### src/rtl/plht_pkg.sv
package plht_pkg;

    // Configuration register width and the fixed 12.4 fraction.
    localparam int CFG_W     = 8;
    localparam int FRAC_BITS = 4;
    // Radius in coordinate units: (line_width + brush_width) << FRAC_BITS.
    localparam int RAD_W     = CFG_W + 1 + FRAC_BITS;

    // Configuration register indexes; each register sits at four times its index.
    typedef logic t_reg_idx;
    localparam t_reg_idx REG_LINE_WIDTH  = 1'b0;
    localparam t_reg_idx REG_BRUSH_WIDTH = 1'b1;

    // Multiplier operand sources.
    typedef logic [3:0] t_opnd;
    localparam t_opnd OPND_DX    = 4'd0;
    localparam t_opnd OPND_DY    = 4'd1;
    localparam t_opnd OPND_PX    = 4'd2;
    localparam t_opnd OPND_PY    = 4'd3;
    localparam t_opnd OPND_EX    = 4'd4;
    localparam t_opnd OPND_EY    = 4'd5;
    localparam t_opnd OPND_RAD   = 4'd6;
    localparam t_opnd OPND_R2_LO = 4'd7;
    localparam t_opnd OPND_R2_HI = 4'd8;
    localparam t_opnd OPND_CR_LO = 4'd9;
    localparam t_opnd OPND_CR_HI = 4'd10;
    localparam t_opnd OPND_L2_LO = 4'd11;
    localparam t_opnd OPND_L2_HI = 4'd12;

    // Accumulator operations.
    typedef logic [1:0] t_accop;
    localparam t_accop ACC_NONE = 2'd0;
    localparam t_accop ACC_LOAD = 2'd1;
    localparam t_accop ACC_ADD  = 2'd2;
    localparam t_accop ACC_SUB  = 2'd3;

    // Product alignment in whole operand chunks.
    typedef logic [1:0] t_shift;
    localparam t_shift SH_0 = 2'd0;
    localparam t_shift SH_1 = 2'd1;
    localparam t_shift SH_2 = 2'd2;

    // Register that also takes the new accumulator value.
    typedef logic [2:0] t_dst;
    localparam t_dst DST_NONE  = 3'd0;
    localparam t_dst DST_LEN2  = 3'd1;
    localparam t_dst DST_DOT   = 3'd2;
    localparam t_dst DST_CROSS = 3'd3;
    localparam t_dst DST_R2    = 3'd4;

    typedef struct packed {
        logic   cap;
        t_opnd  sel_a;
        t_opnd  sel_b;
        t_accop op;
        t_shift shift;
        t_dst   dst;
    } t_dp_cmd;

    typedef struct packed {
        logic len2_zero;
        logic dot_neg;
        logic dot_gt_len2;
        logic acc_neg;
        logic pipe_busy;
    } t_dp_stat;

endpackage

### src/rtl/plht_dpath.sv
module plht_dpath import plht_pkg::*; #(
    parameter int COORD_BITS = 16
) (
    input  logic                  i_clk,
    input  logic                  i_rst_n,
    input  t_dp_cmd               i_cmd,
    input  logic [COORD_BITS-1:0] i_vertex_x,
    input  logic [COORD_BITS-1:0] i_vertex_y,
    input  logic [COORD_BITS-1:0] i_query_x,
    input  logic [COORD_BITS-1:0] i_query_y,
    input  logic                  i_first_vertex,
    input  logic [CFG_W-1:0]      i_line_width,
    input  logic [CFG_W-1:0]      i_brush_width,
    output t_dp_stat              o_stat
);

    // Coordinate differences need one extra bit; their magnitudes fit COORD_BITS.
    localparam int DW = COORD_BITS + 1;
    localparam int PW = (COORD_BITS + 1 > RAD_W) ? COORD_BITS + 1 : RAD_W;
    localparam int AW = 4 * PW + 1;

    logic [COORD_BITS-1:0] r_prev_x, r_prev_y, r_qx, r_qy;
    logic [DW-1:0]         r_px, r_py, r_dx, r_dy, r_ex, r_ey;

    logic [2*PW-1:0]       r_prod;
    logic                  r_p_valid, r_p_neg, r_p_load;
    t_shift                r_p_shift;
    t_dst                  r_p_dst;

    logic [AW-1:0]         r_acc;
    logic [2*PW-1:0]       r_len2, r_r2;
    logic signed [2*PW:0]  r_dot;
    logic [2*PW:0]         r_cross;

    logic [CFG_W:0]        w_rsum;
    logic [PW-1:0]         w_rad;
    logic [2*PW:0]         w_cross_abs;
    logic [PW:0]           w_opa, w_opb;
    logic [AW-1:0]         w_shifted, w_term, w_base, w_acc_next;

    function automatic logic [PW-1:0] mag_of(input logic [DW-1:0] v);
        logic [DW-1:0] u;
        u = v[DW-1] ? (~v + 1'b1) : v;
        return PW'(u[COORD_BITS-1:0]);
    endfunction

    // Returns {sign, magnitude} of the selected multiplier operand.
    function automatic logic [PW:0] pick(
        input t_opnd           sel,
        input logic [DW-1:0]   px, py, dx, dy, ex, ey,
        input logic [PW-1:0]   rad,
        input logic [2*PW-1:0] r2, cr, l2
    );
        logic [PW:0] v;
        unique case (sel)
            OPND_DX:    v = {dx[DW-1], mag_of(dx)};
            OPND_DY:    v = {dy[DW-1], mag_of(dy)};
            OPND_PX:    v = {px[DW-1], mag_of(px)};
            OPND_PY:    v = {py[DW-1], mag_of(py)};
            OPND_EX:    v = {ex[DW-1], mag_of(ex)};
            OPND_EY:    v = {ey[DW-1], mag_of(ey)};
            OPND_RAD:   v = {1'b0, rad};
            OPND_R2_LO: v = {1'b0, r2[PW-1:0]};
            OPND_R2_HI: v = {1'b0, r2[2*PW-1:PW]};
            OPND_CR_LO: v = {1'b0, cr[PW-1:0]};
            OPND_CR_HI: v = {1'b0, cr[2*PW-1:PW]};
            OPND_L2_LO: v = {1'b0, l2[PW-1:0]};
            OPND_L2_HI: v = {1'b0, l2[2*PW-1:PW]};
            default:    v = '0;
        endcase
        return v;
    endfunction

    assign w_rsum      = {1'b0, i_line_width} + {1'b0, i_brush_width};
    assign w_rad       = PW'({w_rsum, {FRAC_BITS{1'b0}}});
    assign w_cross_abs = r_cross[2*PW] ? (~r_cross + 1'b1) : r_cross;

    assign w_opa = pick(i_cmd.sel_a, r_px, r_py, r_dx, r_dy, r_ex, r_ey, w_rad,
                        r_r2, w_cross_abs[2*PW-1:0], r_len2);
    assign w_opb = pick(i_cmd.sel_b, r_px, r_py, r_dx, r_dy, r_ex, r_ey, w_rad,
                        r_r2, w_cross_abs[2*PW-1:0], r_len2);

    // Vertex capture: differences against the previous vertex and held point.
    always_ff @(posedge i_clk) begin
        if (!i_rst_n) begin
            r_prev_x <= '0;
            r_prev_y <= '0;
            r_qx     <= '0;
            r_qy     <= '0;
        end else if (i_cmd.cap) begin
            r_prev_x <= i_vertex_x;
            r_prev_y <= i_vertex_y;
            if (i_first_vertex) begin
                r_qx <= i_query_x;
                r_qy <= i_query_y;
            end
        end
    end

    always_ff @(posedge i_clk) begin
        if (i_cmd.cap) begin
            r_px <= {r_qx[COORD_BITS-1], r_qx} - {r_prev_x[COORD_BITS-1], r_prev_x};
            r_py <= {r_qy[COORD_BITS-1], r_qy} - {r_prev_y[COORD_BITS-1], r_prev_y};
            r_dx <= {i_vertex_x[COORD_BITS-1], i_vertex_x}
                    - {r_prev_x[COORD_BITS-1], r_prev_x};
            r_dy <= {i_vertex_y[COORD_BITS-1], i_vertex_y}
                    - {r_prev_y[COORD_BITS-1], r_prev_y};
            r_ex <= {r_qx[COORD_BITS-1], r_qx} - {i_vertex_x[COORD_BITS-1], i_vertex_x};
            r_ey <= {r_qy[COORD_BITS-1], r_qy} - {i_vertex_y[COORD_BITS-1], i_vertex_y};
        end
    end

    // Multiply stage: unsigned magnitudes, the sign travels with the product.
    always_ff @(posedge i_clk) begin
        if (!i_rst_n) begin
            r_p_valid <= 1'b0;
        end else begin
            r_p_valid <= (i_cmd.op != ACC_NONE);
        end
    end

    always_ff @(posedge i_clk) begin
        r_prod    <= w_opa[PW-1:0] * w_opb[PW-1:0];
        r_p_neg   <= w_opa[PW] ^ w_opb[PW] ^ (i_cmd.op == ACC_SUB);
        r_p_load  <= (i_cmd.op == ACC_LOAD);
        r_p_shift <= i_cmd.shift;
        r_p_dst   <= i_cmd.dst;
    end

    // Accumulate stage.
    always_comb begin
        unique case (r_p_shift)
            SH_0:    w_shifted = AW'(r_prod);
            SH_1:    w_shifted = AW'(r_prod) << PW;
            SH_2:    w_shifted = AW'(r_prod) << (2 * PW);
            default: w_shifted = AW'(r_prod);
        endcase
    end

    assign w_term     = r_p_neg ? (~w_shifted + 1'b1) : w_shifted;
    assign w_base     = r_p_load ? '0 : r_acc;
    assign w_acc_next = w_base + w_term;

    always_ff @(posedge i_clk) begin
        if (r_p_valid) begin
            r_acc <= w_acc_next;
            unique case (r_p_dst)
                DST_LEN2:  r_len2  <= w_acc_next[2*PW-1:0];
                DST_DOT:   r_dot   <= $signed(w_acc_next[2*PW:0]);
                DST_CROSS: r_cross <= w_acc_next[2*PW:0];
                DST_R2:    r_r2    <= w_acc_next[2*PW-1:0];
                default:   ;
            endcase
        end
    end

    assign o_stat.len2_zero   = (r_len2 == '0);
    assign o_stat.dot_neg     = r_dot[2*PW];
    assign o_stat.dot_gt_len2 = (r_dot > $signed({1'b0, r_len2}));
    assign o_stat.acc_neg     = r_acc[AW-1];
    assign o_stat.pipe_busy   = r_p_valid;

endmodule

### src/rtl/plht_ctrl.sv
module plht_ctrl import plht_pkg::*; (
    input  logic     i_clk,
    input  logic     i_rst_n,
    input  logic     i_in_valid,
    input  logic     i_first_vertex,
    input  logic     i_last_vertex,
    input  logic     i_out_ready,
    input  t_dp_stat i_stat,
    output logic     o_in_ready,
    output logic     o_out_valid,
    output logic     o_hit,
    output t_dp_cmd  o_cmd
);

    localparam logic [4:0] ST_IDLE  = 5'd0;
    localparam logic [4:0] ST_R2    = 5'd1;
    localparam logic [4:0] ST_L2A   = 5'd2;
    localparam logic [4:0] ST_L2B   = 5'd3;
    localparam logic [4:0] ST_DTA   = 5'd4;
    localparam logic [4:0] ST_DTB   = 5'd5;
    localparam logic [4:0] ST_CRA   = 5'd6;
    localparam logic [4:0] ST_CRB   = 5'd7;
    localparam logic [4:0] ST_NA    = 5'd8;
    localparam logic [4:0] ST_NB    = 5'd9;
    localparam logic [4:0] ST_NC    = 5'd10;
    localparam logic [4:0] ST_F0    = 5'd11;
    localparam logic [4:0] ST_F1    = 5'd12;
    localparam logic [4:0] ST_F2    = 5'd13;
    localparam logic [4:0] ST_F3    = 5'd14;
    localparam logic [4:0] ST_F4    = 5'd15;
    localparam logic [4:0] ST_F5    = 5'd16;
    localparam logic [4:0] ST_F6    = 5'd17;
    localparam logic [4:0] ST_F7    = 5'd18;
    localparam logic [4:0] ST_DRAIN = 5'd19;
    localparam logic [4:0] ST_FIN   = 5'd20;
    localparam logic [4:0] ST_EMIT  = 5'd21;

    logic [4:0] r_state, n_state;
    logic       r_hit_so_far, n_hit_so_far;
    logic       r_last, n_last;
    logic       r_far, n_far;
    logic       r_out_valid, n_out_valid;
    logic       r_out_hit, n_out_hit;
    t_opnd      w_near_x, w_near_y;

    function automatic t_dp_cmd mul_cmd(input t_opnd a, input t_opnd b, input t_accop op,
                                        input t_shift sh, input t_dst dst);
        t_dp_cmd c;
        c.cap   = 1'b0;
        c.sel_a = a;
        c.sel_b = b;
        c.op    = op;
        c.shift = sh;
        c.dst   = dst;
        return c;
    endfunction

    assign w_near_x = r_far ? OPND_EX : OPND_PX;
    assign w_near_y = r_far ? OPND_EY : OPND_PY;

    always_comb begin
        n_state      = r_state;
        n_hit_so_far = r_hit_so_far;
        n_last       = r_last;
        n_far        = r_far;
        n_out_valid  = r_out_valid && !i_out_ready;
        n_out_hit    = r_out_hit;
        o_cmd        = mul_cmd(OPND_DX, OPND_DX, ACC_NONE, SH_0, DST_NONE);
        unique case (r_state)
            ST_IDLE: begin
                if (i_in_valid) begin
                    o_cmd.cap = 1'b1;
                    n_last    = i_last_vertex;
                    if (i_first_vertex) begin
                        n_hit_so_far = 1'b0;
                        n_state      = i_last_vertex ? ST_EMIT : ST_IDLE;
                    end else begin
                        n_state = ST_R2;
                    end
                end
            end
            ST_R2: begin
                o_cmd   = mul_cmd(OPND_RAD, OPND_RAD, ACC_LOAD, SH_0, DST_R2);
                n_state = ST_L2A;
            end
            ST_L2A: begin
                o_cmd   = mul_cmd(OPND_DX, OPND_DX, ACC_LOAD, SH_0, DST_NONE);
                n_state = ST_L2B;
            end
            ST_L2B: begin
                o_cmd   = mul_cmd(OPND_DY, OPND_DY, ACC_ADD, SH_0, DST_LEN2);
                n_state = ST_DTA;
            end
            ST_DTA: begin
                o_cmd   = mul_cmd(OPND_PX, OPND_DX, ACC_LOAD, SH_0, DST_NONE);
                n_state = ST_DTB;
            end
            ST_DTB: begin
                o_cmd   = mul_cmd(OPND_PY, OPND_DY, ACC_ADD, SH_0, DST_DOT);
                n_state = ST_CRA;
            end
            ST_CRA: begin
                o_cmd   = mul_cmd(OPND_PX, OPND_DY, ACC_LOAD, SH_0, DST_NONE);
                n_state = ST_CRB;
            end
            ST_CRB: begin
                // Length and dot product have settled by now; pick the test.
                o_cmd = mul_cmd(OPND_PY, OPND_DX, ACC_SUB, SH_0, DST_CROSS);
                n_far = !(i_stat.len2_zero || i_stat.dot_neg);
                if (i_stat.len2_zero || i_stat.dot_neg || i_stat.dot_gt_len2) begin
                    n_state = ST_NA;
                end else begin
                    n_state = ST_F0;
                end
            end
            ST_NA: begin
                o_cmd   = mul_cmd(OPND_RAD, OPND_RAD, ACC_LOAD, SH_0, DST_NONE);
                n_state = ST_NB;
            end
            ST_NB: begin
                o_cmd   = mul_cmd(w_near_x, w_near_x, ACC_SUB, SH_0, DST_NONE);
                n_state = ST_NC;
            end
            ST_NC: begin
                o_cmd   = mul_cmd(w_near_y, w_near_y, ACC_SUB, SH_0, DST_NONE);
                n_state = ST_DRAIN;
            end
            ST_F0: begin
                o_cmd   = mul_cmd(OPND_R2_LO, OPND_L2_LO, ACC_LOAD, SH_0, DST_NONE);
                n_state = ST_F1;
            end
            ST_F1: begin
                o_cmd   = mul_cmd(OPND_R2_LO, OPND_L2_HI, ACC_ADD, SH_1, DST_NONE);
                n_state = ST_F2;
            end
            ST_F2: begin
                o_cmd   = mul_cmd(OPND_R2_HI, OPND_L2_LO, ACC_ADD, SH_1, DST_NONE);
                n_state = ST_F3;
            end
            ST_F3: begin
                o_cmd   = mul_cmd(OPND_R2_HI, OPND_L2_HI, ACC_ADD, SH_2, DST_NONE);
                n_state = ST_F4;
            end
            ST_F4: begin
                o_cmd   = mul_cmd(OPND_CR_LO, OPND_CR_LO, ACC_SUB, SH_0, DST_NONE);
                n_state = ST_F5;
            end
            ST_F5: begin
                o_cmd   = mul_cmd(OPND_CR_LO, OPND_CR_HI, ACC_SUB, SH_1, DST_NONE);
                n_state = ST_F6;
            end
            ST_F6: begin
                o_cmd   = mul_cmd(OPND_CR_HI, OPND_CR_LO, ACC_SUB, SH_1, DST_NONE);
                n_state = ST_F7;
            end
            ST_F7: begin
                o_cmd   = mul_cmd(OPND_CR_HI, OPND_CR_HI, ACC_SUB, SH_2, DST_NONE);
                n_state = ST_DRAIN;
            end
            ST_DRAIN: begin
                n_state = ST_FIN;
            end
            ST_FIN: begin
                // A non-negative margin means the point is within the radius.
                n_hit_so_far = r_hit_so_far || !i_stat.acc_neg;
                n_state      = r_last ? ST_EMIT : ST_IDLE;
            end
            ST_EMIT: begin
                if (!r_out_valid || i_out_ready) begin
                    n_out_valid = 1'b1;
                    n_out_hit   = r_hit_so_far;
                    n_state     = ST_IDLE;
                end
            end
            default: begin
                n_state = ST_IDLE;
            end
        endcase
    end

    always_ff @(posedge i_clk) begin
        if (!i_rst_n) begin
            r_state      <= ST_IDLE;
            r_hit_so_far <= 1'b0;
            r_last       <= 1'b0;
            r_far        <= 1'b0;
            r_out_valid  <= 1'b0;
        end else begin
            r_state      <= n_state;
            r_hit_so_far <= n_hit_so_far;
            r_last       <= n_last;
            r_far        <= n_far;
            r_out_valid  <= n_out_valid;
        end
    end

    always_ff @(posedge i_clk) begin
        r_out_hit <= n_out_hit;
    end

    assign o_in_ready  = (r_state == ST_IDLE);
    assign o_out_valid = r_out_valid;
    assign o_hit       = r_out_hit;

endmodule

### src/rtl/polyline_hit_test_core.sv
// Channel  Direction  Handshake                  Word
// input    in         i_in_valid / o_in_ready    vertex, query point, first/last marks
// output   out        o_out_valid / i_out_ready  hit flag, one per polyline
// config   in         psel/penable/pwrite        line_width at 0x0, brush_width at 0x4
//
// A first vertex that is not last is only captured; a first vertex that is also last goes
// straight to the output word; any other vertex runs one shared multiplier through the
// endpoint distance test or the cross product test. A last vertex then loads the output word.
// The cross product test feeds operand chunks through the single multiplier.
// Reset is synchronous and active low; it restores line_width 1 and brush_width 0.
// A waiting output word does not block input; only a new result waits for it.
module polyline_hit_test_core import plht_pkg::*; #(
    parameter int COORD_BITS = 16
) (
    input  logic                  i_clk,
    input  logic                  i_rst_n,
    input  logic                  i_in_valid,
    output logic                  o_in_ready,
    input  logic [COORD_BITS-1:0] i_vertex_x,
    input  logic [COORD_BITS-1:0] i_vertex_y,
    input  logic [COORD_BITS-1:0] i_query_x,
    input  logic [COORD_BITS-1:0] i_query_y,
    input  logic                  i_first_vertex,
    input  logic                  i_last_vertex,
    output logic                  o_out_valid,
    input  logic                  i_out_ready,
    output logic                  o_hit,
    input  logic                  psel,
    input  logic                  penable,
    input  logic                  pwrite,
    input  logic [2:0]            paddr,
    input  logic [31:0]           pwdata,
    output logic [31:0]           prdata,
    output logic                  pready
);

    logic [CFG_W-1:0] r_line_width, r_brush_width;
    t_dp_cmd          w_cmd;
    t_dp_stat         w_stat;

    assign pready = 1'b1;

    always_ff @(posedge i_clk) begin
        if (!i_rst_n) begin
            r_line_width  <= CFG_W'(1);
            r_brush_width <= '0;
        end else if (psel && penable && pwrite && pready) begin
            unique case (paddr[2])
                REG_LINE_WIDTH:  r_line_width  <= pwdata[CFG_W-1:0];
                REG_BRUSH_WIDTH: r_brush_width <= pwdata[CFG_W-1:0];
                default:         ;
            endcase
        end
    end

    assign prdata = (paddr[2] == REG_BRUSH_WIDTH) ? 32'(r_brush_width) : 32'(r_line_width);

    plht_ctrl u_ctrl (
        .i_clk          (i_clk),
        .i_rst_n        (i_rst_n),
        .i_in_valid     (i_in_valid),
        .i_first_vertex (i_first_vertex),
        .i_last_vertex  (i_last_vertex),
        .i_out_ready    (i_out_ready),
        .i_stat         (w_stat),
        .o_in_ready     (o_in_ready),
        .o_out_valid    (o_out_valid),
        .o_hit          (o_hit),
        .o_cmd          (w_cmd)
    );

    plht_dpath #(
        .COORD_BITS (COORD_BITS)
    ) u_dpath (
        .i_clk          (i_clk),
        .i_rst_n        (i_rst_n),
        .i_cmd          (w_cmd),
        .i_vertex_x     (i_vertex_x),
        .i_vertex_y     (i_vertex_y),
        .i_query_x      (i_query_x),
        .i_query_y      (i_query_y),
        .i_first_vertex (i_first_vertex),
        .i_line_width   (r_line_width),
        .i_brush_width  (r_brush_width),
        .o_stat         (w_stat)
    );

`ifndef NO_ASSERTIONS
    // The multiplier pipeline must be empty whenever a new word can enter.
    a_idle_pipe_empty: assert property (@(posedge i_clk) disable iff (!i_rst_n)
        o_in_ready |-> !w_stat.pipe_busy)
        else $error("multiplier pipeline busy while accepting input");

    // A one-vertex polyline reports a miss, by way of the emit state, when the output is free.
    a_single_vertex_miss: assert property (@(posedge i_clk) disable iff (!i_rst_n)
        (i_in_valid && o_in_ready && i_first_vertex && i_last_vertex && !o_out_valid)
        |=> ##1 (o_out_valid && !o_hit))
        else $error("single vertex polyline did not report a miss");

    // A first vertex that does not close the polyline produces no word.
    a_first_no_result: assert property (@(posedge i_clk) disable iff (!i_rst_n)
        (i_in_valid && o_in_ready && i_first_vertex && !i_last_vertex && !o_out_valid)
        |=> !o_out_valid)
        else $error("result emitted for an opening vertex");
`endif

endmodule
### config.mk
export PLATFORM = sky130hd
export DESIGN_NAME = polyline_hit_test_core
export DESIGN_NICKNAME = d
export VERILOG_FILES = /design/src/rtl/plht_pkg.sv /design/src/rtl/plht_dpath.sv /design/src/rtl/plht_ctrl.sv /design/src/rtl/polyline_hit_test_core.sv
export SDC_FILE = /design/constraint.sdc
export NUM_CORES = 2
export LEC_CHECK = 0
export ABC_AREA = 1
export BUFFER_PORTS_ARGS = -buffer_cell sky130_fd_sc_hd__buf_2
export CORE_MARGIN = 5
export CORE_UTILIZATION = 40
export CTS_BUF_LIST = sky130_fd_sc_hd__clkbuf_2 sky130_fd_sc_hd__clkbuf_4 sky130_fd_sc_hd__clkbuf_8
export DETAILED_ROUTE_END_ITERATION = 12
export HOLD_SLACK_MARGIN = 0.15
export PLACE_DENSITY_LB_ADDON = 0.08
export SYNTH_ARGS = -nofsm -noshare
export SYNTH_HDL_FRONTEND = slang
export SYNTH_SLANG_ARGS = --single-unit
### constraint.sdc
create_clock -name i_clk -period 6.15 [get_ports i_clk]
set_input_delay 0.9225 -clock i_clk [delete_from_list [all_inputs] [get_ports i_clk]]
set_output_delay 0.9225 -clock i_clk [all_outputs]
set_load 0.01 [all_outputs]
Word level (Yosys, flattened, before mapping)
Cells that the tools add are included.
{"block": "word_totals", "register_bits": 441, "latchBits": 0, "ram_bits": 0, "romBits": 0, "inputBits": 108, "out_inout_bits": 36, "wordCells": 173, "mem_count": 0}
{"block": "classes", "addsub": 16, "multipliers": 1, "n_div": 0, "magnitude_cmp": 1, "eq_ne": 56, "n_shift": 0, "mux": 30, "bitwise_logic": 11, "n_reduce_logical": 29}
{"cell": "$pmux W18 S13", "n": 2}
{"cell": "$pmux W15 S18", "n": 1}
{"cell": "$mux W69", "n": 2}
{"cell": "$pmux W68 S2", "n": 1}
{"cell": "$pmux W5 S21", "n": 1}
{"cell": "$sub A16 B16 Y17", "n": 6}
{"cell": "$add A16 B1 Y16 const B", "n": 6}
{"cell": "$mux W16", "n": 6}
{"cell": "$not A16 Y16", "n": 6}
{"cell": "$add A69 B1 Y69 const B", "n": 1}
{"cell": "$add A69 B69 Y69", "n": 1}
{"cell": "$not A68 Y69", "n": 1}
{"cell": "$eq A4 B4 Y1 const B", "n": 10}
{"cell": "$eq A5 B4 Y1 const B", "n": 8}
{"cell": "$gt A35 B35 Y1", "n": 1}
{"cell": "$add A34 B1 Y34 const B", "n": 1}
{"cell": "$logic_not A34 Y1", "n": 1}
{"cell": "$mul A17 B17 Y34", "n": 1}
{"cell": "$mux W34", "n": 1}
{"cell": "$not A34 Y34", "n": 1}
{"cell": "$eq A4 B3 Y1 const B", "n": 8}
{"cell": "$eq A5 B5 Y1 const B", "n": 6}
{"cell": "$mux W5", "n": 5}
{"cell": "$eq A5 B3 Y1 const B", "n": 4}
{"cell": "other kinds (28)", "n": 63}

Logic depth before layout (Yosys ltp)
{"block": "logic_depth", "ltp_word": 6, "mapped_depth": 43, "depth_no_buf": 40}

Modules after synthesis
A second synthesis with hierarchy kept.
{"block": "unflattened", "hier_cells": 6512, "hier_area_um2": 45357.3}
{"mod": "plht_dpath", "n_inst": 1, "cells_per_inst": 6197, "area_each_um2": 43455.4, "seq_area_each_um2": 11400.9}
{"mod": "polyline_hit_test_core", "n_inst": 1, "cells_per_inst": 151, "area_each_um2": 988.4, "seq_area_each_um2": 320.3}
{"mod": "plht_ctrl", "n_inst": 1, "cells_per_inst": 164, "area_each_um2": 913.4, "seq_area_each_um2": 210.2}

Worst setup path before layout
No wires, ideal clock.
{"block": "synth_path", "kind": "reg-to-reg", "startpoint": "reg u_dpath.r_cross[0]", "endpoint": "reg u_dpath.r_prod[25]", "setup_time_ps": 72, "arrival_ps": 6590, "t_required_ps": 6078, "path_slack_ps": -511, "stages_incl_launch_ff": 30, "n_path_buf": 1, "synth_period_minus_slack_ps": 6661, "cell_sequence": "edfxtp_1 inv_1 ha_1 nand2_1 nor2_1 nand3_1 nor2_1 a21oi_1 xor2_1 nand2_1 nand3_1 clkbuf_1 nand2_1 fa_1 fa_1 inv_1 fa_1 fa_1 fa_1 inv_1 fa_1 inv_1 ha_1 nand2_1 nor2_1 nand4_1 o21ai_0 a21boi_0 o21ai_0 xor2_1"}
{"block": "synth_via", "elab_chain_cells": 5, "word_cells_on_any_way": 6, "classes_between": "1 x add/sub; 1 x mul; 3 x mux; 1 x bitwise"}
{"element": "start: declaration", "line": "plht_dpath.sv:33", "source": "logic [2*PW:0] r_cross;"}
{"element": "start signal: assignment", "line": "plht_dpath.sv:150", "source": "DST_CROSS: r_cross <= w_acc_next[2*PW:0];"}
{"element": "$not A34 Y34", "line": "plht_dpath.sv:76", "source": "assign w_cross_abs = r_cross[2*PW] ? (~r_cross + 1'b1) : r_cross;"}
{"element": "$add A34 B1 Y34", "line": "plht_dpath.sv:76"}
{"element": "$mux W34 *", "line": "plht_dpath.sv:76"}
{"element": "$pmux W18 S13", "line": "plht_dpath.sv:55", "source": "unique case (sel)"}
{"element": "$mul A17 B17 Y34 *", "line": "plht_dpath.sv:123", "source": "r_prod <= w_opa[PW-1:0] * w_opb[PW-1:0];"}
{"element": "end signal: assignment", "line": "plht_dpath.sv:123"}
{"element": "end: declaration", "line": "plht_dpath.sv:25", "source": "logic [2*PW-1:0] r_prod;"}
Every way passes the cells marked *; elsewhere a longest branch is shown, timed or not.
A chain may end at the register's enable or synchronous reset.

Final worst setup path
{"block": "layout_path", "startpoint": "reg u_ctrl.r_state[1]", "endpoint": "reg u_dpath.r_prod[29]"}
{"block": "layout_via", "elab_chain_cells": 5, "word_cells_on_any_way": 48, "classes_between": "1 x mul; 42 x eq/ne; 3 x mux; 2 x reduce/logical"}
{"element": "start: declaration", "line": "plht_ctrl.sv:38", "source": "logic [4:0] r_state, n_state;"}
{"element": "start signal: assignment", "line": "plht_ctrl.sv:189", "source": "r_state <= n_state;"}
{"element": "$eq A5 B5 Y1, or another cell as far along", "line": "plht_ctrl.sv:69", "source": "unique case (r_state)"}
{"element": "$pmux W15 S18 *", "line": "plht_ctrl.sv:69"}
{"element": "$eq A4 B4 Y1, or another cell as far along", "line": "plht_dpath.sv:55"}
{"element": "$pmux W18 S13", "line": "plht_dpath.sv:55"}
{"element": "$mul A17 B17 Y34 *", "line": "plht_dpath.sv:123"}
Marked as above.

==> out/qor.csv <==
stage;metric;value;unit
yosys;mean post-synth cell area;7.289;µm²
worst_setup_path;Worst EP required;6850;ps
place;IO Port Bufs;92;
worst_setup_path;Critical-path top delay cell;fa_1;
clock_tree;clk sinks;441;
floorplan;die area;117600;µm²
sta;Max Fclk;143.8;MHz
worst_setup_path;slowest stage delay, CP;550;ps
finish;fin nets;7682;
worst_setup_path;Worst Path Max Fanout;12;
yosys;Post-synth EDFFs;310;
routing;first-pass detailed-route iteration total;7;
worst_setup_path;WS Path Type;flip-flop to flip-flop;
worst_setup_path;Reg2Reg Setup Slack;-810;ps
clock_tree;Bufs on Longest Clock Path;3;
floorplan;Die X;343.0;µm
outcome;status;finished with violations;
worst_setup_path;Critical R2R Capture;u_dpath.r_prod[29];
outcome;failing checks;setup timing;
finish;commonest non-fill, non-tap cell in the layout;nand2_1;
finish;area added between synthesis and finish;28.17;%
sta;RSZ-0062 raised after global routing;yes;
clock_tree;Hold-fix buffers, CTS;0;
clock_tree;Root Buffer;clkbuf_8;
clock_tree;clk slew on worst S/H paths;70;ps
clock_tree;H-tree levels;3;
sta;final setup margin;-806.0;ps
floorplan;Std-Cell Rows;122;
yosys;cell taking the most area after synthesis;edfxtp_1;
yosys;FF+latch count, synth;441;
worst_setup_path;CP endpoint kind;flip-flop;
floorplan;core area;110400;µm²
yosys;Async S/R FF share, synth;0;
worst_setup_path;critical path data arrival time;7650;ps
sta;max-slew violations;0;
yosys;Seq/Total Area, Yosys;0.2691;
hold_path;Hold Crit Class;primary input to flip-flop;
sta;Tightest Pin Transition;1187;ps
global_routing;met2 Usage GRT;0.4426;
floorplan;die height;343.0;µm
sta;fin crit share;1.131;
place;gpl congestion;0.9762;
sta;clock skew;46.26;ps
hold_path;Hold Path End;u_dpath.r_qx[13];
global_routing;M3 GR Usage;0.03267;
routing;DRT iter0 DRCs;3672;
finish;FF+latch area;11950;µm²
place;Post-DP HPWL;142.3;mm
yosys;ys flop type;edfxtp_1;
place;placed cells;8337;
sta;Max-slew headroom;0.2060;
routing;ANT nets after route;0;
worst_setup_path;Top cell by count, worst path;nand2_1;
yosys;post-synthesis cell area;44350;µm²
finish;most frequent cells in the layout;nand2_1 (1308), inv_1 (975), buf_4 (792), nor2_1 (693), a21oi_1 (323);
routing;via count;43610;
sta;Finish-stage setup viols;26;
yosys;unique cell type count in the Yosys netlist;65;
worst_setup_path;CP startpoint kind;flip-flop;
yosys;largest cells by area after synthesis;edfxtp_1 (21%), nand2_1 (12%), fa_1 (10%), ha_1 (9.1%), inv_1 (8.7%);
hold_path;Hold Path Depth;3;
sta;min Tclk post-route;6956;ps
global_routing;met1 usage;0.4307;
global_routing;first-pass GRT wire length;256.5;mm
routing;Routed WL;172.9;mm
finish;Multi-input gate area;29520;µm²
sta;Final Hold Fails;0;
floorplan;Starting Density;0.4018;
worst_setup_path;R2R depth;37;
clock_tree;CTS tree;built;
global_routing;initial antenna violation count;13;
global_routing;GRT Util Overall;0.2873;
global_routing;largest net degree at the start of global routing;86;
yosys;Yosys Warn Count;0;
routing;# DRC;0;
finish;non-filler cells in the finished layout;8581;
routing;WL per Instance;20.15;µm
worst_setup_path;Crit Reg-Reg Startpoint;u_ctrl.r_state[1];
clock_tree;Inserted Clock Buffers;84;
hold_path;hold path start;i_query_x[13];
global_routing;total congestion overflow;0;
finish;layout cell share with drive strength beyond 1;0.2273;
yosys;Synth top area share;0.2099;
clock_tree;Clock Latency Late Sink;770;ps
floorplan;io pins;144;
flow_run;# Max-Cap Violations;0;
global_routing;number of global-route vias before repair;42490;
yosys;Cells after Synth;6084;
routing;Via density;5.082;
finish;Fillers;11130;
global_routing;GR peak layer;met2;
-- timing repair --
item,in CTS,in global routing
pin swaps,87,129
gates resized for setup,184,256
setup buffers,39,47
setup endpoints to repair,26,27
cloned,3,1
-- through the flow --
step / worst slack (ps) / TNS (ps) / instance area (µm²) / hold WS [ps] / utilization
after floorplan: -134.4 / -452.6 / 44860 / 403.0 / -
after global placement: -1046 / -22210 / 52610 / 405.6 / 0.4767
after detailed placement: -1078 / -23130 / 52610 / 410.8 / 0.4767
after CTS: -685.7 / -14540 / 55480 / 312.2 / 0.5027
after global routing: -1079 / -21190 / 56830 / 344.8 / 0.5150
final: -806.0 / -14820 / 56840 / 382.8 / 0.5150
-- how the worst max path moves through the flow --
stage / from / slack (ps) / end
floorplan: u_ctrl.r_state[0] / -130 / u_dpath.r_prod[28]
global placement: u_ctrl.r_state[1] / -1050 / u_dpath.r_prod[33]
detailed placement: u_ctrl.r_state[2] / -1080 / u_dpath.r_prod[33]
CTS: u_ctrl.r_state[2] / -690 / u_dpath.r_prod[30]
global route: u_ctrl.r_state[1] / -1080 / u_dpath.r_prod[29]
finish: u_ctrl.r_state[1] / -810 / u_dpath.r_prod[29]
-- final cells by class --
type,instances,area share
Multi-Input combinational cell,4468,0.5193
Clock inverter,53,0.008541
Clock buffer,102,0.02327
Sequential cell,441,0.2103
Tap cell,1488,0.03276
Timing Repair Buffer,968,0.1353
Inverter,1054,0.07022
Antenna cell,6,0.0002642
Timing Repair inverter,1,0.00008805
-- worst max-delay path, delay by kind of cell, from the launching register on --
family / cells / cell delay [ps]
xor gates and xnor gates: 1 / 140
DFF: 1 / 430
adders and majority gates: 7 / 3370
and+or+nand+nor: 20 / 2320
buffers and inverters: 9 / 650
-- sequential cells by signal (all words and copies together), names as in the netlist, 2 cells and up --
name,count
u_dpath.r_prev_x,16
u_dpath.r_prod,34
r_brush_width,8
u_dpath.r_ex,17
u_dpath.r_dot,35
u_dpath.r_px,17
u_dpath.r_py,17
u_dpath.r_len2,34
u_dpath.r_dy,17
u_dpath.r_prev_y,16
u_dpath.r_qy,16
u_dpath.r_dx,17
u_dpath.r_p_dst,3
u_dpath.r_r2,34
u_dpath.r_cross,35
u_dpath.r_acc,69
r_line_width,8
u_ctrl.r_state,5
u_dpath.r_ey,17
u_dpath.r_qx,16
u_dpath.r_p_shift,2
-- logic make-up (layout without fill, tap and decap cells) --
family                   Yosys count  in the layout  synth area share
AO/OA/AOI/OAI                    823            823            0.1015
XOR/XNOR                         293            293           0.05787
flip-flops                       441            441            0.2691
buffers and inverters           1199           2178            0.1092
AND/OR/NAND/NOR                 2770           2771            0.2660
adder cells (fa/ha/maj)          556            556            0.1961
other                              2             31         0.0001693
-- metal layers --
layer,share of wire,up-vias
li1,-,21290
met1,0.48,20740
met2,0.43,1355
met3,0.067,223
met4,0.026,0
met5,0,-
-- synth_stat cells, types with 69 or more instances --
| cell | n |
|---|---|
| a21oi_1 | 343 |
| fa_1 | 232 |
| xnor2_1 | 69 |
| nor2_1 | 760 |
| nand2_1 | 1386 |
| o21ai_0 | 324 |
| nand4_1 | 101 |
| inv_1 | 1026 |
| dfxtp_1 | 131 |
| nand3_1 | 292 |
| edfxtp_1 | 310 |
| xor2_1 | 224 |
| ha_1 | 324 |
Power is not shown: default switching activity piles up to over one toggle a cycle in this logic, so the estimate is an artifact.
